--- src/lpae_pkg.sv ---
// ----------------------------------------------------------------------------
// Line position angle estimator package
// Shared types and constants for the estimator and its channel interfaces.
// ----------------------------------------------------------------------------
package lpae_pkg;

    localparam int SAMPLE_W    = 11;
    localparam int ANGLE_W     = 14;
    localparam int STATUS_W    = 2;
    localparam int STATE_W     = 16;
    localparam int CORDIC_W    = 48;
    localparam int Z_W         = 24;
    localparam int CORDIC_STEPS = 16;
    localparam int STEP_W      = 4;
    localparam logic signed [STATE_W-1:0] HOLD_ANGLE  = 16'sd7680;
    localparam logic signed [STATE_W-1:0] LARGE_ANGLE = 16'sd256;
    localparam logic [10:0] RADIUS_TENTHS = 11'd1275;

    typedef enum logic [1:0] {
        STATUS_TRACKED  = 2'd0,
        STATUS_CROSSING = 2'd1,
        STATUS_FLAT     = 2'd2,
        STATUS_NO_WEIGHT = 2'd3
    } status_t;

    typedef enum logic [2:0] {
        ST_IDLE,
        ST_SCAN,
        ST_WEIGH,
        ST_CORDIC,
        ST_FINISH,
        ST_OUT
    } state_t;

    typedef struct packed {
        logic [SAMPLE_W-1:0] sample_0;
        logic [SAMPLE_W-1:0] sample_1;
        logic [SAMPLE_W-1:0] sample_2;
        logic [SAMPLE_W-1:0] sample_3;
        logic [SAMPLE_W-1:0] sample_4;
        logic [SAMPLE_W-1:0] sample_5;
        logic [SAMPLE_W-1:0] sample_6;
        logic [SAMPLE_W-1:0] sample_7;
    } frame_t;

    typedef struct packed {
        logic signed [ANGLE_W-1:0] angle;
        logic [STATUS_W-1:0]       status;
        logic                      restart_ignore_timer;
    } result_t;

    // Arctangent of 2^-i in degrees, Q.16, rounded to nearest.
    function automatic logic [Z_W-1:0] atan_entry(input logic [STEP_W-1:0] i);
        logic [Z_W-1:0] v;
        case (i)
            4'd0:    v = 24'd2949120;
            4'd1:    v = 24'd1740967;
            4'd2:    v = 24'd919879;
            4'd3:    v = 24'd466945;
            4'd4:    v = 24'd234379;
            4'd5:    v = 24'd117304;
            4'd6:    v = 24'd58666;
            4'd7:    v = 24'd29335;
            4'd8:    v = 24'd14668;
            4'd9:    v = 24'd7334;
            4'd10:   v = 24'd3667;
            4'd11:   v = 24'd1833;
            4'd12:   v = 24'd917;
            4'd13:   v = 24'd458;
            4'd14:   v = 24'd229;
            default: v = 24'd115;
        endcase
        return v;
    endfunction

endpackage

--- src/lpae_if.sv ---
// ----------------------------------------------------------------------------
// Line position angle estimator channels
// Valid/ready channels that carry a sensor frame and an angle result.
// ----------------------------------------------------------------------------
interface lpae_frame_if;
    logic             valid;
    logic             ready;
    lpae_pkg::frame_t payload;
    modport source (output valid, output payload, input ready);
    modport sink   (input valid, input payload, output ready);
endinterface

interface lpae_result_if;
    logic              valid;
    logic              ready;
    lpae_pkg::result_t payload;
    modport source (output valid, output payload, input ready);
    modport sink   (input valid, input payload, output ready);
endinterface

--- src/line_position_angle_estimator.sv ---
// ----------------------------------------------------------------------------
// Line position angle estimator
// Weighted centroid of a reflectance bar, turned into a line angle by CORDIC.
// ----------------------------------------------------------------------------
// One request is a frame of SENSORS reflectance fractions. It yields exactly
// one result with the line angle in degrees (signed Q6.8), a status code and
// the ignore-timer restart flag. The block works on one frame at a time.
// After a frame is taken, a sequencer makes three passes over the sensors,
// one sensor per cycle. The first pass finds the minimum, the maximum and
// the over-tolerance count. The second pass marks the active sensors and
// detects a split line. The third pass masks and accumulates the weighted
// sum, with one 11x10 multiply per sensor. Then one shared shift/add CORDIC
// stage runs for 16 iterations, followed by a finishing step and an output
// step that posts the result. Crossing and flat frames skip the later
// steps. The result sits in an output register until it is taken. A new
// frame is accepted once that register is free and the sequencer is idle,
// which is the cycle after the result is taken. The tolerance register may
// be written while no frame is in flight.
// ----------------------------------------------------------------------------
module line_position_angle_estimator #(
    parameter int SENSORS = 8
) (
    input  logic                              clk,
    input  logic                              rst_n,
    input  logic                              cfg_we,
    input  logic [lpae_pkg::SAMPLE_W-1:0]     cfg_wdata,
    lpae_frame_if.sink                        frame,
    lpae_result_if.source                     result
);
    import lpae_pkg::*;

    localparam int HALF  = SENSORS / 2;
    localparam int IDX_W = $clog2(SENSORS + 1);
    localparam int SEL_W = $clog2(SENSORS);

    state_t state_reg, state_next;

    logic [SAMPLE_W-1:0] tol_reg;
    logic [SAMPLE_W-1:0] samp_reg [SENSORS];
    logic [IDX_W-1:0]    idx_reg;
    logic [SAMPLE_W-1:0] lo_reg, hi_reg;
    logic [IDX_W-1:0]    count_reg;
    logic                any_reg, split_reg, gap_reg;
    logic [SENSORS-1:0]  act_reg;
    logic signed [STATE_W-1:0] prev_reg, large_reg;
    logic signed [31:0]  num_reg;
    logic [15:0]         den_reg;
    logic signed [CORDIC_W-1:0] x_reg, y_reg;
    logic signed [Z_W+1:0] z_reg;
    logic [STEP_W-1:0]   step_reg;
    logic                out_valid_reg;
    result_t             out_reg;

    logic [SAMPLE_W-1:0] frame_s [8];
    assign frame_s[0] = frame.payload.sample_0;
    assign frame_s[1] = frame.payload.sample_1;
    assign frame_s[2] = frame.payload.sample_2;
    assign frame_s[3] = frame.payload.sample_3;
    assign frame_s[4] = frame.payload.sample_4;
    assign frame_s[5] = frame.payload.sample_5;
    assign frame_s[6] = frame.payload.sample_6;
    assign frame_s[7] = frame.payload.sample_7;

    logic take;
    assign frame.ready  = (state_reg == ST_IDLE) && !out_valid_reg;
    assign take         = frame.valid && frame.ready;
    assign result.valid = out_valid_reg;
    assign result.payload = out_reg;

    // Current sensor under the sequencer.
    logic [SEL_W-1:0]    sel;
    logic [SAMPLE_W-1:0] cur;
    logic [IDX_W-1:0]    last_idx;
    assign sel      = (idx_reg < IDX_W'(SENSORS)) ? idx_reg[SEL_W-1:0] : '0;
    assign cur      = samp_reg[sel];
    assign last_idx = IDX_W'(SENSORS - 1);

    // Scan-phase decisions.
    logic crossing, flat;
    assign crossing = count_reg >= IDX_W'(HALF + 1);
    assign flat     = ({1'b0, hi_reg} - {1'b0, lo_reg}) < {1'b0, tol_reg};

    logic signed [STATE_W-1:0] hold;
    assign hold = (large_reg > 0) ? HOLD_ANGLE : -HOLD_ANGLE;

    // Weigh-phase: sensor is active when it stands clear of the minimum.
    logic        cur_active;
    logic        masked;
    logic        lost;
    logic [9:0]  weight;
    logic        left;
    logic signed [31:0] prod;
    assign cur_active = ({1'b0, cur} - {1'b0, lo_reg}) >= {1'b0, tol_reg};
    assign left   = idx_reg < IDX_W'(HALF);
    assign lost   = (prev_reg >= HOLD_ANGLE) || (prev_reg <= -HOLD_ANGLE);
    always_comb
    begin
        weight = '0;
        if (left)
            weight = 10'(80 * (HALF - 1) + 46) - 10'({idx_reg, 6'b0} + {idx_reg, 4'b0});
        else if (idx_reg < IDX_W'(2 * HALF))
            weight = 10'(46) + 10'({idx_reg - IDX_W'(HALF), 6'b0})
                   + 10'({idx_reg - IDX_W'(HALF), 4'b0});
    end
    assign prod = $signed(32'(20'(cur) * 20'(weight)));

    // Masking uses the split flag, known only after all sensors were seen, so
    // the accumulation pass runs on the activity bits collected in the weigh pass.
    logic act_cur;
    assign act_cur = act_reg[sel];
    always_comb
    begin
        masked = !act_cur;
        if (lost || split_reg)
        begin
            if (prev_reg > 0)
                masked = masked || left;
            else
                masked = masked || !left;
        end
    end

    // CORDIC stage.
    logic signed [CORDIC_W-1:0] xs, ys;
    assign xs = x_reg >>> step_reg;
    assign ys = y_reg >>> step_reg;
    logic signed [Z_W+1:0] at;
    assign at = $signed({2'b00, atan_entry(step_reg)});

    logic signed [Z_W+1:0] zr;
    logic signed [STATE_W-1:0] mag_angle, final_angle;
    assign zr = (z_reg + 26'sd128) >>> 8;
    assign mag_angle = STATE_W'(zr);
    assign final_angle = num_reg < 0 ? -mag_angle : mag_angle;

    logic [31:0] num_mag;
    assign num_mag = num_reg < 0 ? 32'(-num_reg) : 32'(num_reg);

    always_comb
    begin
        state_next = state_reg;
        case (state_reg)
            ST_IDLE:   if (take) state_next = ST_SCAN;
            ST_SCAN:   if (idx_reg == last_idx) state_next = ST_WEIGH;
            ST_WEIGH:
            begin
                if (idx_reg == IDX_W'(0) && (crossing || flat))
                    state_next = ST_OUT;
                else if (idx_reg == last_idx)
                    state_next = ST_CORDIC;
            end
            ST_CORDIC: if (step_reg == STEP_W'(CORDIC_STEPS - 1)) state_next = ST_FINISH;
            ST_FINISH: state_next = ST_OUT;
            ST_OUT:    state_next = ST_IDLE;
            default:   state_next = ST_IDLE;
        endcase
    end

    // Accumulation pass (CORDIC setup) sums with the current sensor included.
    logic signed [31:0] num_acc;
    logic [15:0]        den_acc;
    always_comb
    begin
        num_acc = num_reg;
        den_acc = den_reg;
        if (!masked && idx_reg < IDX_W'(2 * HALF))
        begin
            num_acc = left ? num_reg - prod : num_reg + prod;
            den_acc = den_reg + 16'(cur);
        end
    end

    always_ff @(posedge clk or negedge rst_n)
    begin
        if (!rst_n)
        begin
            state_reg     <= ST_IDLE;
            tol_reg       <= 11'd205;
            prev_reg      <= '0;
            large_reg     <= '0;
            out_valid_reg <= 1'b0;
        end
        else
        begin
            state_reg <= state_next;
            if (cfg_we)
                tol_reg <= cfg_wdata;
            if (result.valid && result.ready)
                out_valid_reg <= 1'b0;
            case (state_reg)
                ST_IDLE:
                begin
                    if (take)
                    begin
                        for (int i = 0; i < SENSORS; i++)
                            samp_reg[i] <= frame_s[i];
                        idx_reg   <= '0;
                        lo_reg    <= 11'd2047;
                        hi_reg    <= '0;
                        count_reg <= '0;
                    end
                end
                ST_SCAN:
                begin
                    if (cur < lo_reg) lo_reg <= cur;
                    if (cur > hi_reg) hi_reg <= cur;
                    if (cur > tol_reg) count_reg <= count_reg + 1'b1;
                    if (idx_reg == last_idx)
                    begin
                        idx_reg   <= '0;
                        any_reg   <= 1'b0;
                        split_reg <= 1'b0;
                        gap_reg   <= 1'b0;
                        num_reg   <= '0;
                        den_reg   <= '0;
                        act_reg   <= '0;
                    end
                    else
                        idx_reg <= idx_reg + 1'b1;
                end
                ST_WEIGH:
                begin
                    if (idx_reg == IDX_W'(0) && crossing)
                    begin
                        out_reg <= '{angle: '0, status: STATUS_CROSSING,
                                     restart_ignore_timer: 1'b0};
                    end
                    else if (idx_reg == IDX_W'(0) && flat)
                    begin
                        out_reg <= '{angle: ANGLE_W'(hold), status: STATUS_FLAT,
                                     restart_ignore_timer: !lost};
                        prev_reg <= hold;
                    end
                    else
                    begin
                        // This pass collects activity and split;
                        // accumulation is done in the CORDIC setup.
                        if (cur_active)
                        begin
                            act_reg[sel] <= 1'b1;
                            if (any_reg && gap_reg) split_reg <= 1'b1;
                            any_reg <= 1'b1;
                        end
                        else if (any_reg)
                            gap_reg <= 1'b1;
                        if (idx_reg == last_idx)
                        begin
                            idx_reg  <= '0;
                            step_reg <= '0;
                        end
                        else
                            idx_reg <= idx_reg + 1'b1;
                    end
                end
                ST_CORDIC:
                begin
                    // The first SENSORS steps accumulate the weighted sums,
                    // then the CORDIC iterations run on the shared adder.
                    if (idx_reg < IDX_W'(SENSORS))
                    begin
                        num_reg <= num_acc;
                        den_reg <= den_acc;
                        idx_reg <= idx_reg + 1'b1;
                        if (idx_reg == last_idx)
                        begin
                            x_reg <= CORDIC_W'(32'(den_acc) * 32'(RADIUS_TENTHS)) <<< 8;
                            y_reg <= CORDIC_W'(num_acc < 0 ? 32'(-num_acc) : 32'(num_acc))
                                     <<< 8;
                            z_reg <= '0;
                        end
                    end
                    else
                    begin
                        if (y_reg >= 0)
                        begin
                            x_reg <= x_reg + ys;
                            y_reg <= y_reg - xs;
                            z_reg <= z_reg + at;
                        end
                        else
                        begin
                            x_reg <= x_reg - ys;
                            y_reg <= y_reg + xs;
                            z_reg <= z_reg - at;
                        end
                        step_reg <= step_reg + 1'b1;
                    end
                end
                ST_FINISH:
                begin
                    if (den_reg == '0)
                    begin
                        out_reg <= '{angle: ANGLE_W'(hold), status: STATUS_NO_WEIGHT,
                                     restart_ignore_timer: split_reg};
                        prev_reg <= hold;
                    end
                    else
                    begin
                        logic signed [STATE_W-1:0] a;
                        a = (num_mag == '0) ? '0 : final_angle;
                        out_reg <= '{angle: ANGLE_W'(a), status: STATUS_TRACKED,
                                     restart_ignore_timer: split_reg};
                        prev_reg <= a;
                        if (a > LARGE_ANGLE || a < -LARGE_ANGLE)
                            large_reg <= a;
                    end
                end
                ST_OUT:
                    out_valid_reg <= 1'b1;
                default: ;
            endcase
        end
    end

endmodule
--- src/flat_wrapper.sv ---
// flat-port wrapper written by rule: the top's interface ports become plain ports
module line_position_angle_estimator_flat import lpae_pkg::*;
#(
    parameter int SENSORS = 8
)
  (clk, rst_n, cfg_we, cfg_wdata, frame_valid, frame_payload, frame_ready, result_valid, result_payload, result_ready);
  lpae_frame_if frame_i ();
  lpae_result_if result_i ();
  input  logic clk;
  input  logic rst_n;
  input  logic cfg_we;
  input  logic [lpae_pkg::SAMPLE_W-1:0] cfg_wdata;
  input wire logic [$bits(frame_i.valid)-1:0] frame_valid;
  input wire logic [$bits(frame_i.payload)-1:0] frame_payload;
  output wire logic [$bits(frame_i.ready)-1:0] frame_ready;
  output wire logic [$bits(result_i.valid)-1:0] result_valid;
  output wire logic [$bits(result_i.payload)-1:0] result_payload;
  input wire logic [$bits(result_i.ready)-1:0] result_ready;
  assign frame_i.valid = frame_valid;
  assign frame_i.payload = frame_payload;
  assign frame_ready = frame_i.ready;
  assign result_valid = result_i.valid;
  assign result_payload = result_i.payload;
  assign result_i.ready = result_ready;
  line_position_angle_estimator #(.SENSORS(SENSORS)) u_core (.clk(clk), .rst_n(rst_n), .cfg_we(cfg_we), .cfg_wdata(cfg_wdata), .frame(frame_i), .result(result_i));
endmodule
--- config.mk ---
export PLATFORM = sky130hd
export DESIGN_NAME = line_position_angle_estimator_flat
export DESIGN_NICKNAME = d
export VERILOG_FILES = /design/src/lpae_pkg.sv /design/src/lpae_if.sv /design/src/line_position_angle_estimator.sv /design/src/flat_wrapper.sv
export SDC_FILE = /design/constraint.sdc
export NUM_CORES = 2
export LEC_CHECK = 0
export BUFFER_PORTS_ARGS = -buffer_cell sky130_fd_sc_hd__buf_2
export CORE_UTILIZATION = 55
export CTS_CLUSTER_DIAMETER = 120
export DETAILED_ROUTE_END_ITERATION = 12
export HOLD_SLACK_MARGIN = 0.02
export PLACE_DENSITY = 0.8
export SLEW_MARGIN = 0
export SYNTH_ARGS = -nofsm -noshare
export SYNTH_HDL_FRONTEND = slang
export SYNTH_SLANG_ARGS = --single-unit
export TNS_END_PERCENT = 10
--- constraint.sdc ---
create_clock -name clk -period 22.2 [get_ports clk]
set_clock_uncertainty 0.15 [all_clocks]
set_input_delay 1.11 -clock clk [delete_from_list [all_inputs] [get_ports clk]]
set_output_delay 1.11 -clock clk [all_outputs]
set_load 0.05 [all_outputs]
## Word-level counts from Yosys, hierarchy flattened

Memory sizes are Yosys's and may differ from the RTL's. A register that Yosys moved wholly into a read port is not among the register bits.
Cells that the tools add are included.

| operators by class | value |
|---|---|
| $lt $le $gt $ge | 19 |
| equal/unequal tests | 26 |
| add/subtract/negate cells | 23 |
| mux-type cells | 91 |
| shifts and indexed selects | 2 |
| reduce and logical (&&, ||, !) cells | 46 |
| bitwise gates (word level) | 2 |
| multipliers | 2 |

Operators by type and width:

| kind | count |
|---|---|
| 48-bit 2-to-1 mux | 6 |
| 32-bit 2-to-1 mux | 5 |
| 16-bit 2-to-1 mux | 9 |
| 48-bit adder | 2 |
| 48-bit by 4-bit >>> shifter with 48-bit output | 2 |
| 48-bit subtractor | 2 |
| 26-bit 2-to-1 mux | 3 |
| 32-bit by 1-bit less-than comparator with 1-bit output (second input constant) | 2 |
| 32-bit negation | 2 |
| 16-bit one-hot mux with 2 select lines | 2 |
| 32-bit one-hot mux with 2 select lines | 1 |
| 17-bit 2-to-1 mux | 3 |
| 48-bit by 1-bit >= comparator with 1-bit output (second input constant) | 1 |
| 11-bit 2-to-1 mux | 4 |
| 4-bit 2-to-1 mux | 11 |
| 11-bit one-hot mux with 2 select lines | 2 |
| 40-bit 2-to-1 mux | 1 |
| 17-bit one-hot mux with 2 select lines | 1 |
| 32-bit by 22-bit adder with 32-bit output | 1 |
| 16-bit by 1-bit > comparator with 1-bit output (second input constant) | 2 |
| 32-bit zero test | 1 |
| 8-bit 2-to-1 mux | 4 |
| 32-bit by 22-bit subtractor with 32-bit output | 1 |
| 16-bit by 11-bit multiplier with 27-bit output (second input constant) | 1 |
| 57 further kinds | 142 |

| word-level totals | value |
|---|---|
| logic and storage cells | 235 |
| memories | 2 |
| flip-flop bits (word level) | 279 |
| RAM bits | 88 |
| memory bits (read-only) | 352 |

Memories:

| memory | words | width | rd ports | clocked after memory_dff | write ports | RTL line | RTL |
|---|---|---|---|---|---|---|---|
| (name not given) | 16 | 22 | 1 | 1 | 0 | lpae_pkg.sv:55 | `case (i)` |
| u_core.samp_reg | 8 | 11 | 1 | 0 | 8 | line_position_angle_estimator.sv:39 | `logic [SAMPLE_W-1:0] samp_reg [SENSORS];` |

## Logic depth before layout (Yosys ltp)

| depth | value |
|---|---|
| depth in word-level cells | 15 |
| gate-level depth with buffers | 50 |
| gate-level depth less buffers | 43 |

## Least setup slack after synthesis

OpenSTA, ideal clock, no wires.

| timing | value |
|---|---|
| kind | register to register |
| start point | reg u_core.idx_reg[3] |
| end point | reg u_core.y_reg[33], data pin |
| arrival time | 11937 ps |
| slack | 9977 ps |
| period minus slack after synthesis | 12223 ps |
| required time | 21914 ps |
| stages on the path, launching flop included | 46 |
| setup time | 136 ps |
| path through | edfxtp_1 -> inv_1 -> clkbuf_1 -> buf_1 -> clkbuf_1 -> ha_1 -> clkbuf_1 -> buf_1 -> clkbuf_1 -> nor2_1 -> a221oi_1 -> nor2_1 -> a211oi_1 -> nor2_1 -> fa_1 -> inv_1 -> fa_1 -> fa_1 -> [10 not listed] -> clkbuf_1 -> or4b_2 -> nand2_1 -> xnor2_1 -> ha_1 -> nand4_1 -> nor4_1 -> nand2_1 -> o211a_1 -> o21ai_0 -> a211oi_1 -> xor2_1 -> or3_1 -> clkbuf_1 -> and2_1 -> clkbuf_1 -> or4_1 -> nand3_1 |

| on the way | value |
|---|---|
| cells in the longest elaborated chain, start to end | 15 |
| elaborated cells between the ends (all ways) | 31 |

RTL lines:

| what | RTL line | RTL |
|---|---|---|
| start: declaration | line_position_angle_estimator.sv:40 | `logic [IDX_W-1:0] idx_reg;` |
| start signal: assignment | line_position_angle_estimator.sv:219 | `idx_reg <= idx_reg + 1'b1;` |
| start signal: assignment | line_position_angle_estimator.sv:252 | `idx_reg <= idx_reg + 1'b1;` |
| start signal: assignment | line_position_angle_estimator.sv:263 | `idx_reg <= idx_reg + 1'b1;` |
| branches (longest 14 deep; another with 32-bit by 22-bit adder with 32-bit output) | n/a |  |
| 48-bit 2-to-1 mux (*) | line_position_angle_estimator.sv:259 | `if (idx_reg < IDX_W'(SENSORS))` |
| end signal: assignment | line_position_angle_estimator.sv:267 | `y_reg <= CORDIC_W'(num_acc < 0 ? 32'(-num_acc) : 32'(num_acc))` |
| end signal: assignment | line_position_angle_estimator.sv:277 | `y_reg <= y_reg - xs;` |
| end signal: assignment | line_position_angle_estimator.sv:283 | `y_reg <= y_reg + xs;` |
| end: declaration | line_position_angle_estimator.sv:48 | `logic signed [CORDIC_W-1:0] x_reg, y_reg;` |

Mark *: on every way between the ends. The select of a mux whose other input is x is not followed.
A chain may end at the register's enable or synchronous reset.

## Worst setup path in the final report

| timing | value |
|---|---|
| start point | reg u_core.idx_reg[3] |
| end point | reg u_core.y_reg[46], data pin |

The elaborated chain is that of the path after synthesis.

==> out/qor.yml <==
drtIter0Drc: 3509
cap_violations: 0
cp_top_family: "simple AND/OR/NAND/NOR gates"
post-cts-setup-buffer-count: 0
dr_wl_met3_um: 9860
worst_path_largest_cell_delay_ns: 0.90
cts_made_buffers: 48
period_share_pct: 57.4
clk_path_buf_depth: 3
grt_pass1_vias: 34700
vias: 36200
drive_gt1_share_pct: 10.9
path_class: "reg2reg"
outcome: "finished, final reports clean"
startpoint_type: "register"
layout_common_cells: "nor2_1, nand2_1, ha_1, inv_1, a21oi_1"
syn_area_per_cell_um2: 9.14
cp.arrival_ns: 12.92
fin_setup_tns_ns: 0
yosys.area.top_type: "edfxtp_1"
synth_cell_types: 95
ctsHtreeMaxLevel: 2
rsz0062_at_grt: "no"
antenna_left: 0
routedWlPerCell_um: 20.1
synthSimpleGateAreaFrac_pct: 15.9
synth_compound_area_share_pct: 16.4
port_buffers: 122
num-fill-cells: 6374
clock.fmax_mhz: 78.5
path_max_fanout: 42
viasPerCell: 6.31
clk_pin_slew_ns: 0.06
min_path_type: "reg2reg"
hpwl_um: 88300
die-area_um2: 78100
wl_met1_um: 49100
report.final.slew_viol_count: 0
synthFlopType: "edfxtp_1"
antenna_found_initial: 2
slew_headroom_pct: 14.5
grt_max_degree: 86
worst_slew_pin_slew_ns: 1.28
yosys.area_share.xor_xnor_pct: 7.69
clock_latency_ns: 0.63
wl_um: 115000
setup_viol: 0
synth_async_sr_flop_share_pct: 12.2
clock-root-buffer: "clkbuf_16"
synthesis.nets: 5275
core-area_um2: 76100
crit_path_frequent_cell: "fa_1"
synth_top_cells_by_area: "edfxtp_1, ha_1, fa_1, mux4_2, xnor2_1"
post-route-min-period_ns: 12.74
gp_congestion: 1.04
postCtsResizedCells: 0
die_y_um: 280
gr-total-overflow: 0
syn_inst: 4633
top_layer: "met4"
io_pins: 123
cp-end-kind: "register"
die_x_um: 280
final_common_cell: "nor2_1"
ys_warn_count: 0
synth_edf_count: 317
grt_pass1_wl_um: 184000
tritoncts: "built"
track_usage_pct: 29.2
yosysSeqAreaShare_pct: 26.3
hold_viol: 0
remaining_drc_errors: 0
synth_top_family_by_area: "adder cells"
critPathBufInv: 3
wl_met2_um: 52000
ys_ff_latch: 386
dr.pass1.iters: 6
required_ns: 22.38
fp-row-count: 101
synth_mux_area_share_pct: 10.1
slowest_stage: "ha_2"
largest_reg_flops: 88
cts_hold_buf: 0
synth_fa_ha_area_share_pct: 18.6
syn_area_um2: 42400
layout.nets: 5302
cts.sinks: 386
start_util_pct: 55.7
area_growth_pct: 7.92
netlist.area_leader.share_pct: 22.5
==> synth_stat cells, types with 22 or more instances <==
master and n:
inv_1 355, xor2_1 155, o21ai_0 278, mux2i_1 78
and3_1 35, dfxtp_1 22, a21oi_1 323, fa_1 151
ha_1 387, dfrtp_1 42, a21o_1 102, and2_1 35
nor2b_1 38, mux4_2 121, nand2_1 401, nand3_1 79
nor2_1 469, o21bai_1 23, a31oi_1 33, or2_2 38
clkbuf_1 132, nand4_1 33, or3_1 37, nand2b_1 55
edfxtp_1 317, xnor2_1 215, a211oi_1 38, mux2_2 56
nor4_1 40, o21a_1 44, o31ai_1 51, buf_1 29
nor3_1 91
==> metal layers <==
metal | up-vias | GRT usage, %
li1 | 16900 | -
met1 | 17400 | 40.4
met2 | 1617 | 46.5
met3 | 262 | 4.21
met4 | 0 | 10.4
met5 | - | 0
==> cells by family (layout without fill, tap and decap cells) <==
kind of cell	after synthesis	in the layout
flops	386	386
compound gates	1106	1106
fa+ha+maj	538	538
buf+inv	541	608
mux	261	261
simple gates	1430	1430
other cells	0	2
xor+xnor	371	371
==> path summary, 6_finish.rpt <==
path | to | slack [ns] | depth (start not counted) | startpoint
max | u_core.y_reg[46]$_DFFE_PP_ | 9.46 | 38 | u_core.idx_reg[3]$_DFFE_PP_
min | u_core.prev_reg[7]$_DFFE_PN0P_ | 0.33 | 1 | u_core.prev_reg[7]$_DFFE_PN0P_
max reg2reg | u_core.y_reg[46]$_DFFE_PP_ | 9.46 | 38 | u_core.idx_reg[3]$_DFFE_PP_
min reg2reg | u_core.prev_reg[7]$_DFFE_PN0P_ | 0.33 | 1 | u_core.prev_reg[7]$_DFFE_PN0P_
max in group asynchronous | u_core.tol_reg[1]$_DFFE_PN0P_ | 21.00 | 2 | rst_n
min in group asynchronous | u_core.prev_reg[4]$_DFFE_PN0P_ | 0.46 | 2 | rst_n
==> final cells by class <==
type / count / area, um^2 / area share [%]
timing repair buffer: 163 / 918 / 2.01
tap: 1030 / 1290 / 2.82
antenna: 2 / 5.00 / 0.0109
clock inverter: 29 / 419 / 0.917
inverter: 355 / 1330 / 2.92
sequential: 386 / 11100 / 24.4
clock buffer: 61 / 1430 / 3.13
multi-input combinational: 3706 / 29200 / 63.8
==> metrics by stage <==
stage               instances  utilization (%)  instance area, um^2  setup slack (ns)  hold slack (ns)
finish                   5732             60.1                45700              9.46            0.330
global route             5732             60.1                45700              8.58            0.344
CTS                      5730             60.1                45700              9.63            0.334
detailed placement       5640             57.7                43900              9.63            0.322
global placement         5640             57.7                43900              9.98            0.309
floorplan                4633                -                42400              9.98            0.300
==> worst reg2reg max path, delay by kind of cell (launching register included) <==
family	cells	cell delay, ns
simple gates	11	4.18
flops	1	0.41
compound gates	12	2.35
buf+inv	3	0.70
xor+xnor	3	0.47
fa+ha+maj	8	3.86
mux	1	0.30
Power is not shown: default switching activity piles up to over one toggle a cycle in this logic, so the estimate is an artifact.
